===== src/rtl/vwbp_pkg.sv =====
// Package with the item types and fixed widths of the variable width bit packer.
package vwbp_pkg;

  localparam int BYTE_W  = 8;
  localparam int VALUE_W = 32;
  localparam int COUNT_W = 6;
  localparam int TOTAL_W = 32;
  localparam int PCNT_W  = 3;
  localparam int STEP_W  = 4;

  // Request kinds.
  localparam logic KIND_APPEND = 1'b0;
  localparam logic KIND_FLUSH  = 1'b1;

  typedef struct packed {
    logic               kind;
    logic [COUNT_W-1:0] bit_count;
    logic [VALUE_W-1:0] value;
  } in_item_t;

  typedef struct packed {
    logic [BYTE_W-1:0]  out_byte;
    logic [TOTAL_W-1:0] bytes_written;
    logic               last;
  } out_item_t;

  // Commands from the controller to the datapath.
  typedef struct packed {
    logic load;
    logic step;
    logic flush;
  } dp_cmd_t;

  // Status from the datapath to the controller.
  typedef struct packed {
    logic rem_zero;
    logic step_done;
    logic out_free;
  } dp_status_t;

  // Reverses the bit order of a byte.
  function automatic logic [BYTE_W-1:0] bit_reverse(input logic [BYTE_W-1:0] b);
    logic [BYTE_W-1:0] r;
    for (int i = 0; i < BYTE_W; i++) begin
      r[i] = b[BYTE_W-1-i];
    end
    return r;
  endfunction

endpackage


===== src/rtl/vwbp_stream_if.sv =====
// Valid/ready stream interface carrying one payload of a given type.
interface vwbp_stream_if #(
  parameter type payload_t = logic
);
  logic     valid;
  logic     ready;
  payload_t payload;

  modport source (output valid, output payload, input ready);
  modport sink (input valid, input payload, output ready);
endinterface


===== src/rtl/variable_width_bit_packer.sv =====
// Top level of the variable width bit packer: controller, datapath and stream ports.
//
// Requests arrive on the cmd stream. An append request (kind 0) takes the low
// bit_count bits of value, least significant first, saturating bit_count to
// MAX_WIDTH; a flush request (kind 1) emits any partial byte left-aligned and
// zero padded. Packed bytes leave on the bytes stream with the running total
// of bytes emitted and a last flag on the final byte a request causes.
// The block takes one request at a time: it accepts a request only in idle,
// then makes one append step per cycle while the output register is free,
// where a step fills the current byte or uses up the remaining bits. A
// zero-width append and a flush make no append step. Each byte is written
// to the output register by the step or flush that completes it. The
// single output register sets the pace: a step waits while that register
// holds a byte the receiver has not taken, so a stalled receiver stalls the
// packer without losing bytes. Synchronous reset clears pending bits, the
// byte count and the output valid flag.
module variable_width_bit_packer #(
  parameter int MAX_WIDTH = 32
) (
  input logic                  clk,
  input logic                  rst,
  vwbp_stream_if.sink          cmd,
  vwbp_stream_if.source        bytes
);

  vwbp_pkg::dp_cmd_t    dp_cmd;
  vwbp_pkg::dp_status_t dp_status;
  vwbp_pkg::in_item_t   in_item;
  vwbp_pkg::out_item_t  out_item;

  assign in_item       = cmd.payload;
  assign bytes.payload = out_item;

  // Sequencing of each request.
  vwbp_ctrl u_ctrl (
    .clk      (clk),
    .rst      (rst),
    .in_valid (cmd.valid),
    .in_kind  (in_item.kind),
    .in_ready (cmd.ready),
    .status   (dp_status),
    .cmd      (dp_cmd)
  );

  // Bit accumulation and output register.
  vwbp_datapath #(
    .MAX_WIDTH (MAX_WIDTH)
  ) u_datapath (
    .clk       (clk),
    .rst       (rst),
    .in_item   (in_item),
    .cmd       (dp_cmd),
    .status    (dp_status),
    .out_valid (bytes.valid),
    .out_ready (bytes.ready),
    .out_item  (out_item)
  );

endmodule


===== src/rtl/vwbp_ctrl.sv =====
// Controller state machine of the bit packer: sequences load, append steps and flush.
module vwbp_ctrl (
  input  logic                 clk,
  input  logic                 rst,
  input  logic                 in_valid,
  input  logic                 in_kind,
  output logic                 in_ready,
  input  vwbp_pkg::dp_status_t status,
  output vwbp_pkg::dp_cmd_t    cmd
);

  typedef enum logic [2:0] {
    IDLE   = 3'b001,
    APPEND = 3'b010,
    FLUSH  = 3'b100
  } state_t;

  state_t state;
  state_t state_next;

  // State register.
  always_ff @(posedge clk) begin
    if (rst) begin
      state <= IDLE;
    end else begin
      state <= state_next;
    end
  end

  // Next state and command decode.
  always_comb begin
    state_next = state;
    cmd        = '0;
    in_ready   = 1'b0;
    case (state)
      IDLE: begin
        in_ready = 1'b1;
        if (in_valid) begin
          cmd.load = 1'b1;
          if (in_kind == vwbp_pkg::KIND_FLUSH) begin
            state_next = FLUSH;
          end else begin
            state_next = APPEND;
          end
        end
      end
      APPEND: begin
        if (status.rem_zero) begin
          state_next = IDLE;
        end else if (status.out_free) begin
          cmd.step = 1'b1;
          if (status.step_done) begin
            state_next = IDLE;
          end
        end
      end
      FLUSH: begin
        if (status.out_free) begin
          cmd.flush  = 1'b1;
          state_next = IDLE;
        end
      end
      default: begin
        state_next = IDLE;
      end
    endcase
  end

endmodule


===== src/rtl/vwbp_datapath.sv =====
// Datapath of the bit packer: work registers, byte accumulator, counter and output register.
module vwbp_datapath #(
  parameter int MAX_WIDTH = 32
) (
  input  logic                         clk,
  input  logic                         rst,
  input  vwbp_pkg::in_item_t           in_item,
  input  vwbp_pkg::dp_cmd_t            cmd,
  output vwbp_pkg::dp_status_t         status,
  output logic                         out_valid,
  input  logic                         out_ready,
  output vwbp_pkg::out_item_t          out_item
);

  localparam int REM_W = $clog2(MAX_WIDTH + 1);
  localparam int BW    = vwbp_pkg::BYTE_W;
  localparam int SW    = vwbp_pkg::STEP_W;
  localparam int CW    = (REM_W > SW) ? REM_W : SW;
  localparam int MW    = $clog2(2 * BW + 1);

  logic [vwbp_pkg::VALUE_W-1:0] work_value;
  logic [REM_W-1:0]             rem;
  logic [BW-1:0]                pending_bits;
  logic [vwbp_pkg::PCNT_W-1:0]  pending_count;
  logic [vwbp_pkg::TOTAL_W-1:0] byte_total;

  logic [REM_W-1:0] sat_count;
  logic [SW-1:0]    space;
  logic [SW-1:0]    take;
  logic [SW-1:0]    fill;
  logic [BW-1:0]    chunk_rev;
  logic [2*BW-1:0]  merged;
  logic [BW-1:0]    flush_byte;
  logic [REM_W-1:0] rem_after;
  logic             last_byte;
  logic             out_free;

  // Saturate the requested width to the maximum.
  always_comb begin
    if ({1'b0, in_item.bit_count} > 7'(MAX_WIDTH)) begin
      sat_count = REM_W'(MAX_WIDTH);
    end else begin
      sat_count = REM_W'(in_item.bit_count);
    end
  end

  // One append step takes as many of the remaining bits as fit into the current byte.
  always_comb begin
    space = SW'(BW) - SW'(pending_count);
    if (CW'(rem) < CW'(space)) begin
      take = SW'(rem);
    end else begin
      take = space;
    end
    fill       = SW'(pending_count) + take;
    chunk_rev  = vwbp_pkg::bit_reverse(work_value[BW-1:0]);
    merged     = ({{BW{1'b0}}, pending_bits} << take) |
                 ({chunk_rev, {BW{1'b0}}} >> (MW'(2 * BW) - MW'(take)));
    flush_byte = pending_bits << (SW'(BW) - SW'(pending_count));
    // A byte completed by this step is the last one when too few bits remain for another.
    rem_after  = rem - REM_W'(take);
    last_byte  = (int'(rem_after) < BW);
  end

  assign out_free         = !out_valid || out_ready;
  assign status.out_free  = out_free;
  assign status.rem_zero  = (rem == '0);
  assign status.step_done = (CW'(rem) == CW'(take));

  // Work registers for the item being appended.
  always_ff @(posedge clk) begin
    if (cmd.load) begin
      work_value <= in_item.value;
      if (in_item.kind == vwbp_pkg::KIND_APPEND) begin
        rem <= sat_count;
      end else begin
        rem <= '0;
      end
    end else if (cmd.step) begin
      work_value <= work_value >> take;
      rem        <= rem_after;
    end
  end

  // Byte accumulator, running byte count and the output register.
  always_ff @(posedge clk) begin
    if (rst) begin
      pending_bits  <= '0;
      pending_count <= '0;
      byte_total    <= '0;
      out_valid     <= 1'b0;
    end else begin
      if (out_ready) begin
        out_valid <= 1'b0;
      end
      if (cmd.step) begin
        if (fill == SW'(BW)) begin
          pending_bits           <= '0;
          pending_count          <= '0;
          byte_total             <= byte_total + 1'b1;
          out_valid              <= 1'b1;
          out_item.out_byte      <= merged[BW-1:0];
          out_item.bytes_written <= byte_total + 1'b1;
          out_item.last          <= last_byte;
        end else begin
          pending_bits  <= merged[BW-1:0];
          pending_count <= fill[vwbp_pkg::PCNT_W-1:0];
        end
      end else if (cmd.flush && pending_count != '0) begin
        pending_bits           <= '0;
        pending_count          <= '0;
        byte_total             <= byte_total + 1'b1;
        out_valid              <= 1'b1;
        out_item.out_byte      <= flush_byte;
        out_item.bytes_written <= byte_total + 1'b1;
        out_item.last          <= 1'b1;
      end
    end
  end

endmodule


===== src/flat_wrapper.sv =====
// flat-port wrapper written by rule: the top's interface ports become plain ports
module variable_width_bit_packer_flat 
#(
  parameter int MAX_WIDTH = 32
)
  (clk, rst, cmd_valid, cmd_payload, cmd_ready, bytes_valid, bytes_payload, bytes_ready);
  vwbp_stream_if #(.payload_t(vwbp_pkg::in_item_t)) cmd_i ();
  vwbp_stream_if #(.payload_t(vwbp_pkg::out_item_t)) bytes_i ();
  input logic clk;
  input logic rst;
  input wire logic [$bits(cmd_i.valid)-1:0] cmd_valid;
  input wire logic [$bits(cmd_i.payload)-1:0] cmd_payload;
  output wire logic [$bits(cmd_i.ready)-1:0] cmd_ready;
  output wire logic [$bits(bytes_i.valid)-1:0] bytes_valid;
  output wire logic [$bits(bytes_i.payload)-1:0] bytes_payload;
  input wire logic [$bits(bytes_i.ready)-1:0] bytes_ready;
  assign cmd_i.valid = cmd_valid;
  assign cmd_i.payload = cmd_payload;
  assign cmd_ready = cmd_i.ready;
  assign bytes_valid = bytes_i.valid;
  assign bytes_payload = bytes_i.payload;
  assign bytes_i.ready = bytes_ready;
  variable_width_bit_packer #(.MAX_WIDTH(MAX_WIDTH)) u_core (.clk(clk), .rst(rst), .cmd(cmd_i), .bytes(bytes_i));
endmodule

===== config.mk =====
export PLATFORM = sky130hd
export DESIGN_NAME = variable_width_bit_packer_flat
export DESIGN_NICKNAME = d
export VERILOG_FILES = /design/src/rtl/vwbp_pkg.sv /design/src/rtl/vwbp_stream_if.sv /design/src/rtl/variable_width_bit_packer.sv /design/src/rtl/vwbp_ctrl.sv /design/src/rtl/vwbp_datapath.sv /design/src/flat_wrapper.sv
export SDC_FILE = /design/constraint.sdc
export NUM_CORES = 1
export LEC_CHECK = 0
export BUFFER_PORTS_ARGS = -buffer_cell sky130_fd_sc_hd__buf_2
export CAP_MARGIN = 40
export CORE_MARGIN = 10
export CORE_UTILIZATION = 55
export DETAILED_ROUTE_END_ITERATION = 8
export HOLD_SLACK_MARGIN = 0.03
export PLACE_DENSITY = 0.75
export SYNTH_ARGS = -nofsm -noshare
export SYNTH_HDL_FRONTEND = slang
export SYNTH_SLANG_ARGS = --single-unit

===== constraint.sdc =====
create_clock -name clk -period 9.28 [get_ports clk]
set_clock_uncertainty 0.2 [all_clocks]
set_input_delay 0.928 -clock clk [delete_from_list [all_inputs] [get_ports clk]]
set_output_delay 0.928 -clock clk [all_outputs]
set_load 0.02 [all_outputs]

== Word level (Yosys, flattened, before mapping) ==
Cells that the tools add are included.

* Eq/ne operators: 10
* Bitwise operators: 2
* Add/subtract/negate cells: 5
* Reductions and logical operators: 10
* Shift-type cells: 4
* Muxes and demuxes: 37
* $lt $le $gt $ge: 3

{| class="wikitable"
|+ Operator list
! kind !! count
|-
| $mux 32 || 5
|-
| $mux 41 || 3
|-
| $add 32x1->32 const B || 1
|-
| $shr 32x4->32 || 1
|-
| $mux 3 || 9
|-
| $mux 6 || 4
|-
| $mux 8 || 3
|-
| $shl 8x4->8 || 2
|-
| $shr 16x5->8 || 1
|-
| $mux 1 || 11
|-
| $pmux 3 s3 || 1
|-
| $or 8x8->8 || 1
|-
| $eq 6x4->1 || 1
|-
| $gt 6x6->1 const B || 1
|-
| $logic_not 6->1 || 1
|-
| $lt 6x4->1 || 1
|-
| $lt 6x4->1 const B || 1
|-
| $ne 2x2->1 const B || 3
|-
| $sub 6x4->6 || 1
|-
| $sub 5x4->5 const A || 1
|-
| $add 3x4->4 || 1
|-
| $eq 4x4->1 const B || 1
|-
| $mux 4 || 1
|-
| $reduce_and 4->1 || 1
|-
| other kinds (14) || 15
|}

* Bits of input ports: 43
* Flip-flop bits (word level): 126
* Output and inout port bits: 43
* Logic and storage cells: 81

== Longest topological paths before layout ==
Gate-level depths: netlist of the first run.

* Word-level depth: 8
* Depth in mapped cells: 25
* Gate-level depth less buffers: 19

== Cells and area by module ==
From an unflattened synthesis of the first run, not the netlist that was laid out.

* Cells, all modules: 953
* Area total of the unflattened synthesis: 8598.2 um^2

{| class="wikitable"
|+ By module, submodules not included
! module !! area an instance (um^2) !! instances !! cells an instance !! seq. area each (um^2)
|-
| vwbp_datapath || 8424.3 || 1 || 933 || 3253.1
|-
| vwbp_ctrl || 173.9 || 1 || 20 || 60.1
|}

== Worst setup path after synthesis of the first run ==
OpenSTA, ideal clock, no wires.

* Kind: register -> register
* Start: register u_core.u_datapath.pending_count[0] in the netlist's numbering
* End: register, netlist name u_core.u_datapath.out_item[0]
* Required time: 8.641 ns
* Period minus slack after synthesis: 6.623 ns
* Slack: 2.657 ns
* Data arrival time: 5.983 ns
* Stages on the path, launching flop included: 24
* Library setup time: 0.439 ns
* Path through: dfxtp_1 buf_2 inv_1 clkbuf_1 ha_1 ha_1 buf_4 xnor2_4 and3_4 buf_6 a21oi_2 buf_6 a21oi_4 inv_2 buf_2 buf_2 fa_1 xor2_1 or3_1 nor4_1 or3_4 o21ai_2 buf_4 nor2_1

* Word-level cells in the longest chain between the ends: 7

{| class="wikitable"
|+ RTL lines
! what !! RTL line !! text
|-
| from (decl) || vwbp_datapath.sv:24 || <nowiki>logic [vwbp_pkg::PCNT_W-1:0] pending_count;</nowiki>
|-
| from (signal assigned) || vwbp_datapath.sv:107 || <nowiki>pending_count <= fill[vwbp_pkg::PCNT_W-1:0];</nowiki>
|-
| $sub 4x3->4 || vwbp_datapath.sv:49 || <nowiki>space = SW'(BW) - SW'(pending_count);</nowiki>
|-
| $lt 6x4->1 || vwbp_datapath.sv:50 || <nowiki>if (CW'(rem) < CW'(space)) begin</nowiki>
|-
| $mux 4 || vwbp_datapath.sv:50 ||
|-
| $add 3x4->4 || vwbp_datapath.sv:55 || <nowiki>fill = SW'(pending_count) + take;</nowiki>
|-
| $eq 4x4->1 || vwbp_datapath.sv:97 || <nowiki>if (fill == SW'(BW)) begin</nowiki>
|-
| $ne 2x2->1 (no line) || - ||
|-
| $reduce_and 3->1 (no line) (*) || - ||
|}

Mark *: on every way between the ends. The rest lies on a longest branch, timed or not.
A chain may end at the register's enable or synchronous reset.

== Final worst setup path of the first run ==
* Start: register u_core.u_datapath.pending_count[0] in the netlist's numbering
* End: register, netlist name u_core.u_datapath.out_item[35]

* Word-level cells in the longest chain between the ends: 7

{| class="wikitable"
|+ RTL lines
! what !! RTL line
|-
| $sub 4x3->4 || vwbp_datapath.sv:49
|-
| $lt 6x4->1 || vwbp_datapath.sv:50
|-
| $mux 4 || vwbp_datapath.sv:50
|-
| $add 3x4->4 || vwbp_datapath.sv:55
|-
| $eq 4x4->1 || vwbp_datapath.sv:97
|-
| $ne 2x2->1 (no line) || -
|-
| $reduce_and 3->1 (no line) (*) || -
|}

Marked as above.

==> summary.txt, run 1 <==
Synth Area in XOR/XNOR - 0.0581
ys async rst share - 0
largest family of logic cells by synthesized area - compound AO/OA/AOI/OAI gates
multi-input logic area - 4750 um^2
site row count - 45
final count of hold timing violations - 0
# IOs - 86
Post-DP Area - 8960 um^2
setup violators final - 0
part of the power in registers - 0.348
Max-cap violations - 0
die height - 144 um
Max Slew Vio Count - 0
Internal - 1.25 mW
RSZ-0062 raised after global routing - no
Overflow after GRT - 0
Main synth FF type - edfxtp_1
DR vias/cell - 6.46
First DRT Iteration DRCs - 960
HP Start - u_core.u_datapath.byte_total[20]
antenna-violating nets left - 0
CP required - 9140 ps
post-synthesis net count - 989
syn_area_per_cell - 9.07 um^2
clock latency on the worst-skew pair - 430 ps
TNS Setup - 0 ps
startpoint types - flip-flop
vias - 7690
layout cells sized above 1 - 0.178
post-CTS resize count - 0
R2R setup slack - 1510 ps
Hold Path Sink - u_core.u_datapath.byte_total[20]
register area share after synthesis - 0.391
Crit Path Category - reg -> reg
Post-synth EDFFs - 79
final instance area - 9520 um^2
die area - 20800 um^2
Hold Crit Class - reg -> reg
post-layout min period - 7770 ps
TritonCTS clock tree - yes
net switching power figure - 0.745 mW
crit path max fanout - 57
RePlAce Congestion - 0.940
die span in x - 144 um
post-synthesis compound-gate area fraction - 0.238
drc violations - 0
Slowest-stage cell, CP - dfxtp_1
H-tree depth - 4
reg-to-reg endpoint - u_core.u_datapath.out_item[35]
worst-margin pin slew - 822 ps
Yosys reg bits - 126
Clock Tree Buf Depth - 2
initial antenna violation count - 0
largest net degree at the start of global routing - 58
cts bufs inserted - 17
CP max stage delay - 770 ps
PortBufs - 85
status - finished clean
Logic pwr share - 0.328
Pwr per Cell Area - 209 nW/um^2
overall routing resource usage - 0.221
hold path cells - 2
worst vdd ir - 0.189 mV
Nets - 1044
clock share of power - 0.324
Critical Path End Type - flip-flop
Reg area - 3310 um^2
Netlist Area Pre-Place - 8470 um^2
Pleak - 3.74 nW
post-synth cell types - 84
Post-Synth Adder-Cell Area - 0.0186
Initial DRT Pass Iterations - 5
worst path bufs/invs - 6
clk root buf - clkbuf_16
commonest non-fill, non-tap cell in the layout - nor2_1
Cell Chain, Critical Path - inv_1, ha_1, inv_1, ha_1, nor4bb_1, nand2_1, nand2_1, nand2_2, buf_4, inv_1, ha_1, fa_1, xor2_1, or3_1, nor4_1, or3_4, o21ai_2, buf_6, nor2_4, buf_4
Synth Instances - 934
filler cell count - 1232
Yosys warnings - 0
area delta synth->final - 12.4%
R2R cell count - 20
# diodes - 0
global-route wire length before repair - 36.7 mm
Peak Freq - 129 MHz
most frequent cells in the layout - nor2_1 (92), buf_2 (85), edfxtp_1 (79)
Slew headroom - 0.448
Initial Utilization - 0.559
wirelength, routed - 23.2 mm
hold_buf cts - 0
WL/cell - 19.5 um
sw frac - 0.374
multiplexer share of the synthesized area - 0.0437
Clock transition at path regs - 70 ps
crit share post-route - 0.837
CP arrival - 7620 ps
Synth Area in Simple Gates - 0.202
number of global-route vias before repair - 7096
clk sink count - 126
CP delay by family, top - buffers and inverters
worst r2r src - u_core.u_datapath.pending_count[0]
dpl hpwl - 16.3 mm
core box area - 15100 um^2
setup bufs post-CTS - 0
[stage by stage]
step	util	std cells	power (mW)	hold WS (ps)	setup slack [ps]
2_1_floorplan	-	934	1.18	258	2660
3_3_place_gp	0.588	1155	1.33	300	1880
3_5_place_dp	0.591	1158	1.33	313	1650
4_1_cts	0.629	1190	1.97	322	1640
5_1_grt	0.629	1190	2.08	350	1050
6_report	0.629	1190	1.99	319	1510
[registers in the layout, indices dropped and copies added (netlist names)]
name and flops:
u_core.u_datapath.pending_count 3, u_core.u_datapath.out_valid 1, u_core.u_datapath.work_value 32, u_core.u_datapath.pending_bits 8, u_core.u_ctrl.state 3, u_core.u_datapath.byte_total 32
u_core.u_datapath.rem 6, u_core.u_datapath.out_item 41
[kinds of logic after synthesis]
kind of cell / Yosys count
adders and majority gates: 12
muxes: 35
and+or+nand+nor: 338
xor gates and xnor gates: 54
DFF: 126
AOI/OAI and AO/OA: 283
buffers and inverters: 86
[final cells by class]
cell class / instances / share of cell area
Clock buffer: 18 / 0.0451
Clock inverter: 14 / 0.0141
Inverter: 21 / 0.00828
Multi-Input combinational cell: 722 / 0.499
Sequential cell: 126 / 0.348
Tap cell: 188 / 0.0247
Timing Repair Buffer: 101 / 0.0606
[worst register-to-register path: stages (launching register included)]
cell and delay [ps]:
dfxtp_1 770, inv_1 390, ha_1 760, inv_1 220, ha_1 280, nor4bb_1 160, nand2_1 210, nand2_1 480
nand2_2 170, buf_4 490, inv_1 350, ha_1 310, fa_1 380, xor2_1 190, or3_1 340, nor4_1 280
or3_4 400, o21ai_2 230, buf_6 220, nor2_4 70, buf_4 440
[Yosys cell counts, types with 3 or more instances]
| cell type | instances | area share |
|---|---|---|
| nor2_1 | 93 | 0.041 |
| clkbuf_1 | 34 | 0.015 |
| o221ai_1 | 5 | 0.0052 |
| a211oi_1 | 66 | 0.059 |
| nor3b_1 | 7 | 0.0062 |
| a32oi_1 | 6 | 0.0062 |
| o21ai_1 | 8 | 0.0047 |
| a31oi_1 | 4 | 0.0030 |
| o22ai_1 | 6 | 0.0044 |
| ha_1 | 11 | 0.016 |
| inv_1 | 19 | 0.0084 |
| nand3b_1 | 3 | 0.0027 |
| nor4_1 | 8 | 0.0059 |
| buf_4 | 11 | 0.0098 |
| a21boi_0 | 3 | 0.0027 |
| buf_2 | 14 | 0.0083 |
| xor2_1 | 18 | 0.019 |
| xnor2_1 | 35 | 0.036 |
| buf_6 | 4 | 0.0053 |
| a22oi_1 | 8 | 0.0071 |
| a21o_1 | 4 | 0.0035 |
| mux2_2 | 4 | 0.0053 |
| nor3_1 | 56 | 0.033 |
| o211ai_2 | 9 | 0.013 |
| edfxtp_1 | 79 | 0.28 |
| or3_1 | 6 | 0.0044 |
| and2_1 | 3 | 0.0022 |
| mux2i_1 | 28 | 0.033 |
| o21ba_2 | 3 | 0.0035 |
| nand4_1 | 4 | 0.0030 |
| nand2_1 | 65 | 0.029 |
| nand2b_1 | 3 | 0.0022 |
| nor2b_1 | 16 | 0.012 |
| o2111ai_1 | 6 | 0.0062 |
| a21oi_1 | 65 | 0.038 |
| nand3_1 | 28 | 0.017 |
| a22o_1 | 5 | 0.0052 |
| o32ai_1 | 5 | 0.0052 |
| dfxtp_1 | 47 | 0.11 |
| o211ai_1 | 13 | 0.012 |
| or3_4 | 3 | 0.0040 |
| o21ai_0 | 34 | 0.020 |
| o21a_1 | 6 | 0.0053 |
| and3_1 | 28 | 0.021 |
[power groups by stage]
stage	sequential, mW	clock [mW]	combinational (mW)
5_1_grt	0.694	0.675	0.707
3_3_place_gp	0.702	0	0.629
4_1_cts	0.689	0.649	0.637
3_5_place_dp	0.701	0	0.633
6_report	0.692	0.645	0.652
2_1_floorplan	0.682	0	0.498
[layer usage]
layer / vias up / global-route usage / routed length, um
li1: 3646 / - / -
met1: 3593 / 0.298 / 10400
met2: 396 / 0.329 / 10300
met3: 55 / 0.0620 / 2010
met4: 0 / 0.0806 / 510
met5: - / 0 / 0
[worst max-delay path by stage]
stage	from	endpoint	slack, ps	cells after the start
after CTS	u_core.u_datapath.pending_count[0]	u_core.u_datapath.out_item[35]	1640	20
after detailed placement	u_core.u_datapath.pending_count[0]	u_core.u_datapath.out_item[35]	1650	20
final	u_core.u_datapath.pending_count[0]	u_core.u_datapath.out_item[35]	1510	20
after global placement	u_core.u_datapath.pending_count[0]	u_core.u_datapath.out_item[37]	1880	19
after floorplan	u_core.u_datapath.pending_count[0]	u_core.u_datapath.out_item[0]	2660	23
after global routing	u_core.u_datapath.pending_count[0]	u_core.u_datapath.out_item[35]	1050	20
No activity file was read; power rests on OpenSTA's default activity.
==> run 2, diff against run 1 <==
--- a/config.mk
+++ b/config.mk
@@ -8,10 +8,10 @@
 export BUFFER_PORTS_ARGS = -buffer_cell sky130_fd_sc_hd__buf_2
 export CAP_MARGIN = 40
 export CORE_MARGIN = 10
-export CORE_UTILIZATION = 55
+export CORE_UTILIZATION = 54
 export DETAILED_ROUTE_END_ITERATION = 8
 export HOLD_SLACK_MARGIN = 0.03
-export PLACE_DENSITY = 0.75
+export PLACE_DENSITY = 0.77
 export SYNTH_ARGS = -nofsm -noshare
 export SYNTH_HDL_FRONTEND = slang
 export SYNTH_SLANG_ARGS = --single-unit
==> constraint.sdc (replaced) <==
create_clock -name clk -period 6.65 [get_ports clk]
set_clock_uncertainty 0.2 [all_clocks]
set_input_delay 0.665 -clock clk [delete_from_list [all_inputs] [get_ports clk]]
set_output_delay 0.665 -clock clk [all_outputs]
set_load 0.02 [all_outputs]
==> run 2 against run 1 <==
  * Wire length decreased by 2.5%
  * Global-route usage shrank 1.5 points
  * Final cell count increased by 2.4%
  * Via count down 1.1%
  * Clock power rose by 44%
  * Count of clock-buffer cells in the layout decreased by 1
  * Critical path depth shrank 2
  * Sequential cell count is the same
  * Core utilization about the same
==> summary.txt, run 2 (synthesized netlist as in run 1, its figures left out) <==
RSZ-0062 raised after global routing - no
post-layout min period - 6030 ps
hold path cells - 3
worst r2r src - u_core.u_datapath.pending_count[0]
site row count - 45
CP required - 6580 ps
CP max stage delay - 730 ps
Clock transition at path regs - 70 ps
Crit Path Category - reg -> reg
global route hottest layer - met2
worst path bufs/invs - 5
core box area - 15300 um^2
H-tree depth - 4
pre-CTS setup slack - 727 ps
# diodes - 0
RePlAce Congestion - 0.940
WL/cell - 18.6 um
TNS Setup - 0 ps
most frequent cells in the layout - nor2_1 (92), buf_2 (86), edfxtp_1 (79)
hold_buf cts - 0
clk sink count - 126
Pwr per Cell Area - 291 nW/um^2
worst-margin pin slew - 788 ps
vias - 7606
die span in x - 145 um
grt met2 use - 0.341
wirelength, routed - 22.7 mm
startpoint types - flip-flop
R2R cell count - 18
setup bufs post-CTS - 0
Max-cap violations - 0
global-route wire length before repair - 36.5 mm
die height - 145 um
worst vdd ir - 0.196 mV
Hold Crit Class - in -> reg
drc violations - 0
Clock Tree Buf Depth - 2
Slowest-stage cell, CP - ha_1
Regs by FF count - u_core.u_datapath.out_item (41), u_core.u_datapath.byte_total (32), u_core.u_datapath.work_value (32)
Largest register FFs - 41
number of global-route vias before repair - 7180
setup violators final - 0
fin cells - 1218
CP delay by family, top - simple AND/OR/NAND/NOR gates
Crit. Startpoint - u_core.u_datapath.pending_count[0]
commonest non-fill, non-tap cell in the layout - nor2_1
HP Start - cmd_payload[27]
final count of hold timing violations - 0
area delta synth->final - 13.2%
initial antenna violation count - 0
TritonCTS clock tree - yes
global-route met1 utilization - 0.248
Max Slew Vio Count - 0
crit share post-route - 0.906
Inst Count DP - 1186
Initial DRT Pass Iterations - 6
Slew headroom - 0.470
crit path max fanout - 23
dpl hpwl - 15.7 mm
met3 GRT Util - 0.0543
antenna-violating nets left - 0
Top reg by flops - u_core.u_datapath.out_item
Peak Freq - 166 MHz
cts bufs inserted - 17
layout cells sized above 1 - 0.184
largest net degree at the start of global routing - 57
Cell Chain, Critical Path - inv_1, ha_1, inv_1, ha_1, nor2_1, nor2_1, a22oi_2, nand2_2, inv_1, ha_1, fa_1, or3_1, nor4_1, or3_4, o21ai_2, buf_4, nor2_4, buf_4
Nets - 1049
DR vias/cell - 6.24
CP arrival - 5960 ps
Pleak - 3.77 nW
Critical Path End Type - flip-flop
WP depth - 18
clock latency on the worst-skew pair - 430 ps
die area - 21100 um^2
clk root buf - clkbuf_16
filler cell count - 1298
worst setup margin - 622 ps
Initial Utilization - 0.555
First DRT Iteration DRCs - 620
PortBufs - 85
post-CTS resize count - 0
status - finished clean
# IOs - 86
Overflow after GRT - 0
overall routing resource usage - 0.206
==> run 2: per-layer routing <==
metal | vias to the layer above | routed length [um] | share of wire
met5 | - | 0 | 0
met4 | 0 | 514 | 0.023
met3 | 49 | 1930 | 0.085
met2 | 385 | 10900 | 0.48
met1 | 3507 | 9320 | 0.41
li1 | 3665 | - | -
==> run 2: area by class of cell <==
| type | instances | area (um^2) | share of cell area |
|---|---|---|---|
| inverters | 21 | 78.8 | 0.00822 |
| clock inverters | 15 | 150 | 0.0157 |
| flip-flops and latches | 126 | 3310 | 0.346 |
| well taps | 211 | 264 | 0.0275 |
| multi-input cells | 722 | 4750 | 0.496 |
| repair buffers | 106 | 601 | 0.0627 |
| clock buffers | 17 | 425 | 0.0444 |
==> run 2: report_power, final <==
group | internal (mW) | total (mW) | leakage (nW) | switching, mW
logic | 0.311 | 0.898 | 2.30 | 0.587
clock network | 0.527 | 0.929 | 0.277 | 0.402
registers | 0.905 | 0.961 | 1.19 | 0.0560
total | 1.74 | 2.79 | 3.77 | 1.05
==> run 2: final timing paths <==
check	endpoint	slack [ps]
worst max-delay path	u_core.u_datapath.out_item[22]	620
worst min-delay path	u_core.u_datapath.work_value[27]	310
worst max register to register	u_core.u_datapath.out_item[22]	620
worst min register to register	u_core.u_datapath.pending_bits[6]	340
==> run 2: per-stage QoR <==
stage,hold slack [ps],total power [mW],util,instance area (um^2)
finish,308,2.79,0.628,9580
global route,333,2.91,0.628,9580
CTS,298,2.77,0.628,9580
global placement,298,1.84,0.588,8970
floorplan,258,1.65,-,8470
detailed placement,316,1.85,0.590,9010
==> run 2: worst reg2reg max path, cell delays in order (launching register included) <==
cell     delay, ps
dfxtp_1        330
inv_1          180
ha_1           730
inv_1          230
ha_1           360
nor2_1         370
nor2_1         120
a22oi_2        200
nand2_2         80
inv_1           70
ha_1           180
fa_1           450
or3_1          380
nor4_1         280
or3_4          400
o21ai_2         80
buf_4          230
nor2_4         530
buf_4          320
==> run 3, diff against run 2 <==
--- a/config.mk
+++ b/config.mk
@@ -7,11 +7,13 @@
 export LEC_CHECK = 0
 export BUFFER_PORTS_ARGS = -buffer_cell sky130_fd_sc_hd__buf_2
 export CAP_MARGIN = 40
+export CELL_PAD_IN_SITES_DETAIL_PLACEMENT = 1
+export CELL_PAD_IN_SITES_GLOBAL_PLACEMENT = 2
 export CORE_MARGIN = 10
-export CORE_UTILIZATION = 54
+export CORE_UTILIZATION = 34
 export DETAILED_ROUTE_END_ITERATION = 8
 export HOLD_SLACK_MARGIN = 0.03
-export PLACE_DENSITY = 0.77
+export PLACE_DENSITY_LB_ADDON = 0.1
 export SYNTH_ARGS = -nofsm -noshare
 export SYNTH_HDL_FRONTEND = slang
 export SYNTH_SLANG_ARGS = --single-unit
==> run 3 against run 2 <==
  * Final area grew 1.7%
  * Worst setup slack gained 110 ps
  * Power rose by 2.7%
  * Maximum frequency grew 1.9%
  * Clock power grew 2.3%
  * Die area increased by 50%
  * First-iteration DRC count shrank 23%
  * Final cell count up 9.4%
  * Core utilization is 23 points lower
==> summary.txt, run 3 (synthesized netlist as in run 1, its figures left out) <==
post-layout min period - 5920 ps
TNS Setup - 0 ps
Hold Crit Class - in -> reg
Pleak - 3.78 nW
global-route wire length before repair - 45.3 mm
DR vias/cell - 5.64
PortBufs - 85
startpoint types - flip-flop
status - finished clean
hold path cells - 3
clock latency on the worst-skew pair - 430 ps
layout cells sized above 1 - 0.186
# IOs - 86
Crit Path Category - reg -> reg
H-tree depth - 4
setup bufs post-CTS - 0
Initial DRT Pass Iterations - 5
hold_buf cts - 0
First DRT Iteration DRCs - 477
worst r2r src - u_core.u_datapath.pending_count[0]
area delta synth->final - 15.1%
die height - 178 um
Peak Freq - 169 MHz
R2R setup slack - 730 ps
Hold Path Sink - u_core.u_datapath.work_value[25]
Cell Chain, Critical Path - buf_4, nor3_1, inv_1, ha_1, nand3b_1, nand2_1, a21oi_2, a21oi_4, inv_2, fa_1, or3_1, nor4_1, or3_4, o21ai_2, buf_4, nor2_4, buf_4
Slowest-stage cell, CP - a21oi_2
core box area - 24400 um^2
CP max stage delay - 550 ps
Clock transition at path regs - 70 ps
Reg area - 3310 um^2
CP required - 6530 ps
clk sink count - 126
site row count - 57
Max-cap violations - 0
clk root buf - clkbuf_16
largest net degree at the start of global routing - 57
die span in x - 178 um
most used cell, CP - buf_4
Slew headroom - 0.504
setup violators final - 0
initial antenna violation count - 0
commonest non-fill, non-tap cell in the layout - nor2_1
crit share post-route - 0.890
Nets - 1051
dpl hpwl - 19.9 mm
Regs by FF count - u_core.u_datapath.out_item (41), u_core.u_datapath.byte_total (32), u_core.u_datapath.work_value (32)
number of global-route vias before repair - 7638
RSZ-0062 raised after global routing - no
worst-margin pin slew - 743 ps
Critical Path End Type - flip-flop
wirelength, routed - 28.4 mm
# diodes - 0
multi-input logic area - 4760 um^2
Largest register FFs - 41
Top reg by flops - u_core.u_datapath.out_item
drc violations - 0
R2R cell count - 17
filler cell count - 2902
antenna-violating nets left - 0
worst vdd ir - 0.137 mV
Overflow after GRT - 0
Clock Tree Buf Depth - 2
WL/cell - 21.3 um
Max Slew Vio Count - 0
post-CTS resize count - 0
Initial Utilization - 0.347
CP arrival - 5800 ps
Pwr per Cell Area - 294 nW/um^2
reg-to-reg endpoint - u_core.u_datapath.out_item[29]
die area - 31600 um^2
Tot Pwr - 2.86 mW
HP Start - cmd_payload[25]
final count of hold timing violations - 0
crit path max fanout - 31
TritonCTS clock tree - yes
most frequent cells in the layout - nor2_1 (92), buf_2 (85), edfxtp_1 (79)
cts bufs inserted - 17
overall routing resource usage - 0.181
RePlAce Congestion - 0.846
vias - 7516
## run 3: per-stage QoR
step	util	cell area (um^2)	hold WS, ps	instances	setup slack, ps
4_1_cts	0.400	9750	308	1333	683
3_5_place_dp	0.375	9150	323	1301	669
6_report	0.400	9750	317	1333	734
3_3_place_gp	0.375	9150	309	1301	910
5_1_grt	0.400	9750	331	1333	190
2_1_floorplan	-	8470	258	934	27.3
## run 3: per-layer routing
layer,up-vias,part of all wire,routed length [um],global-route usage
li1,3664,-,-,-
met1,3675,0.51,14600,0.272
met2,159,0.43,12400,0.264
met3,18,0.042,1200,0.0276
met4,0,0.0087,247,0.0413
met5,-,0,0,0
## run 3: critical path: cells and delay by family, from the launching register on
| family | cells | cell delay, ps |
|---|---|---|
| compound gates | 3 | 740 |
| buf+inv | 5 | 1160 |
| flops | 1 | 310 |
| fa+ha+maj | 2 | 860 |
| simple gates | 7 | 2270 |
## run 3: power breakdown
group	switching [mW]	internal, mW	leakage (nW)
registers	0.0609	0.905	1.19
clock network	0.445	0.505	0.288
logic	0.635	0.314	2.31
## run 3: final cells by class
class | count | share of cell area
Timing Repair Buffer | 108 | 0.0613
Tap cell | 324 | 0.0416
Clock buffer | 17 | 0.0436
Clock inverter | 15 | 0.0175
Multi-Input combinational cell | 722 | 0.488
Inverter | 21 | 0.00809
Sequential cell | 126 | 0.340
## run 3: worst max-delay path by stage
| stage | cells after the start | end | from |
|---|---|---|---|
| 2_1_floorplan | 23 | u_core.u_datapath.out_item[0] | u_core.u_datapath.pending_count[0] |
| 3_3_place_gp | 17 | u_core.u_datapath.out_item[0] | u_core.u_datapath.pending_count[0] |
| 3_5_place_dp | 17 | u_core.u_datapath.out_item[0] | u_core.u_datapath.pending_count[0] |
| 4_1_cts | 17 | u_core.u_datapath.out_item[19] | u_core.u_datapath.pending_count[0] |
| 5_1_grt | 17 | u_core.u_datapath.out_item[29] | u_core.u_datapath.pending_count[0] |
| 6_report | 17 | u_core.u_datapath.out_item[29] | u_core.u_datapath.pending_count[0] |
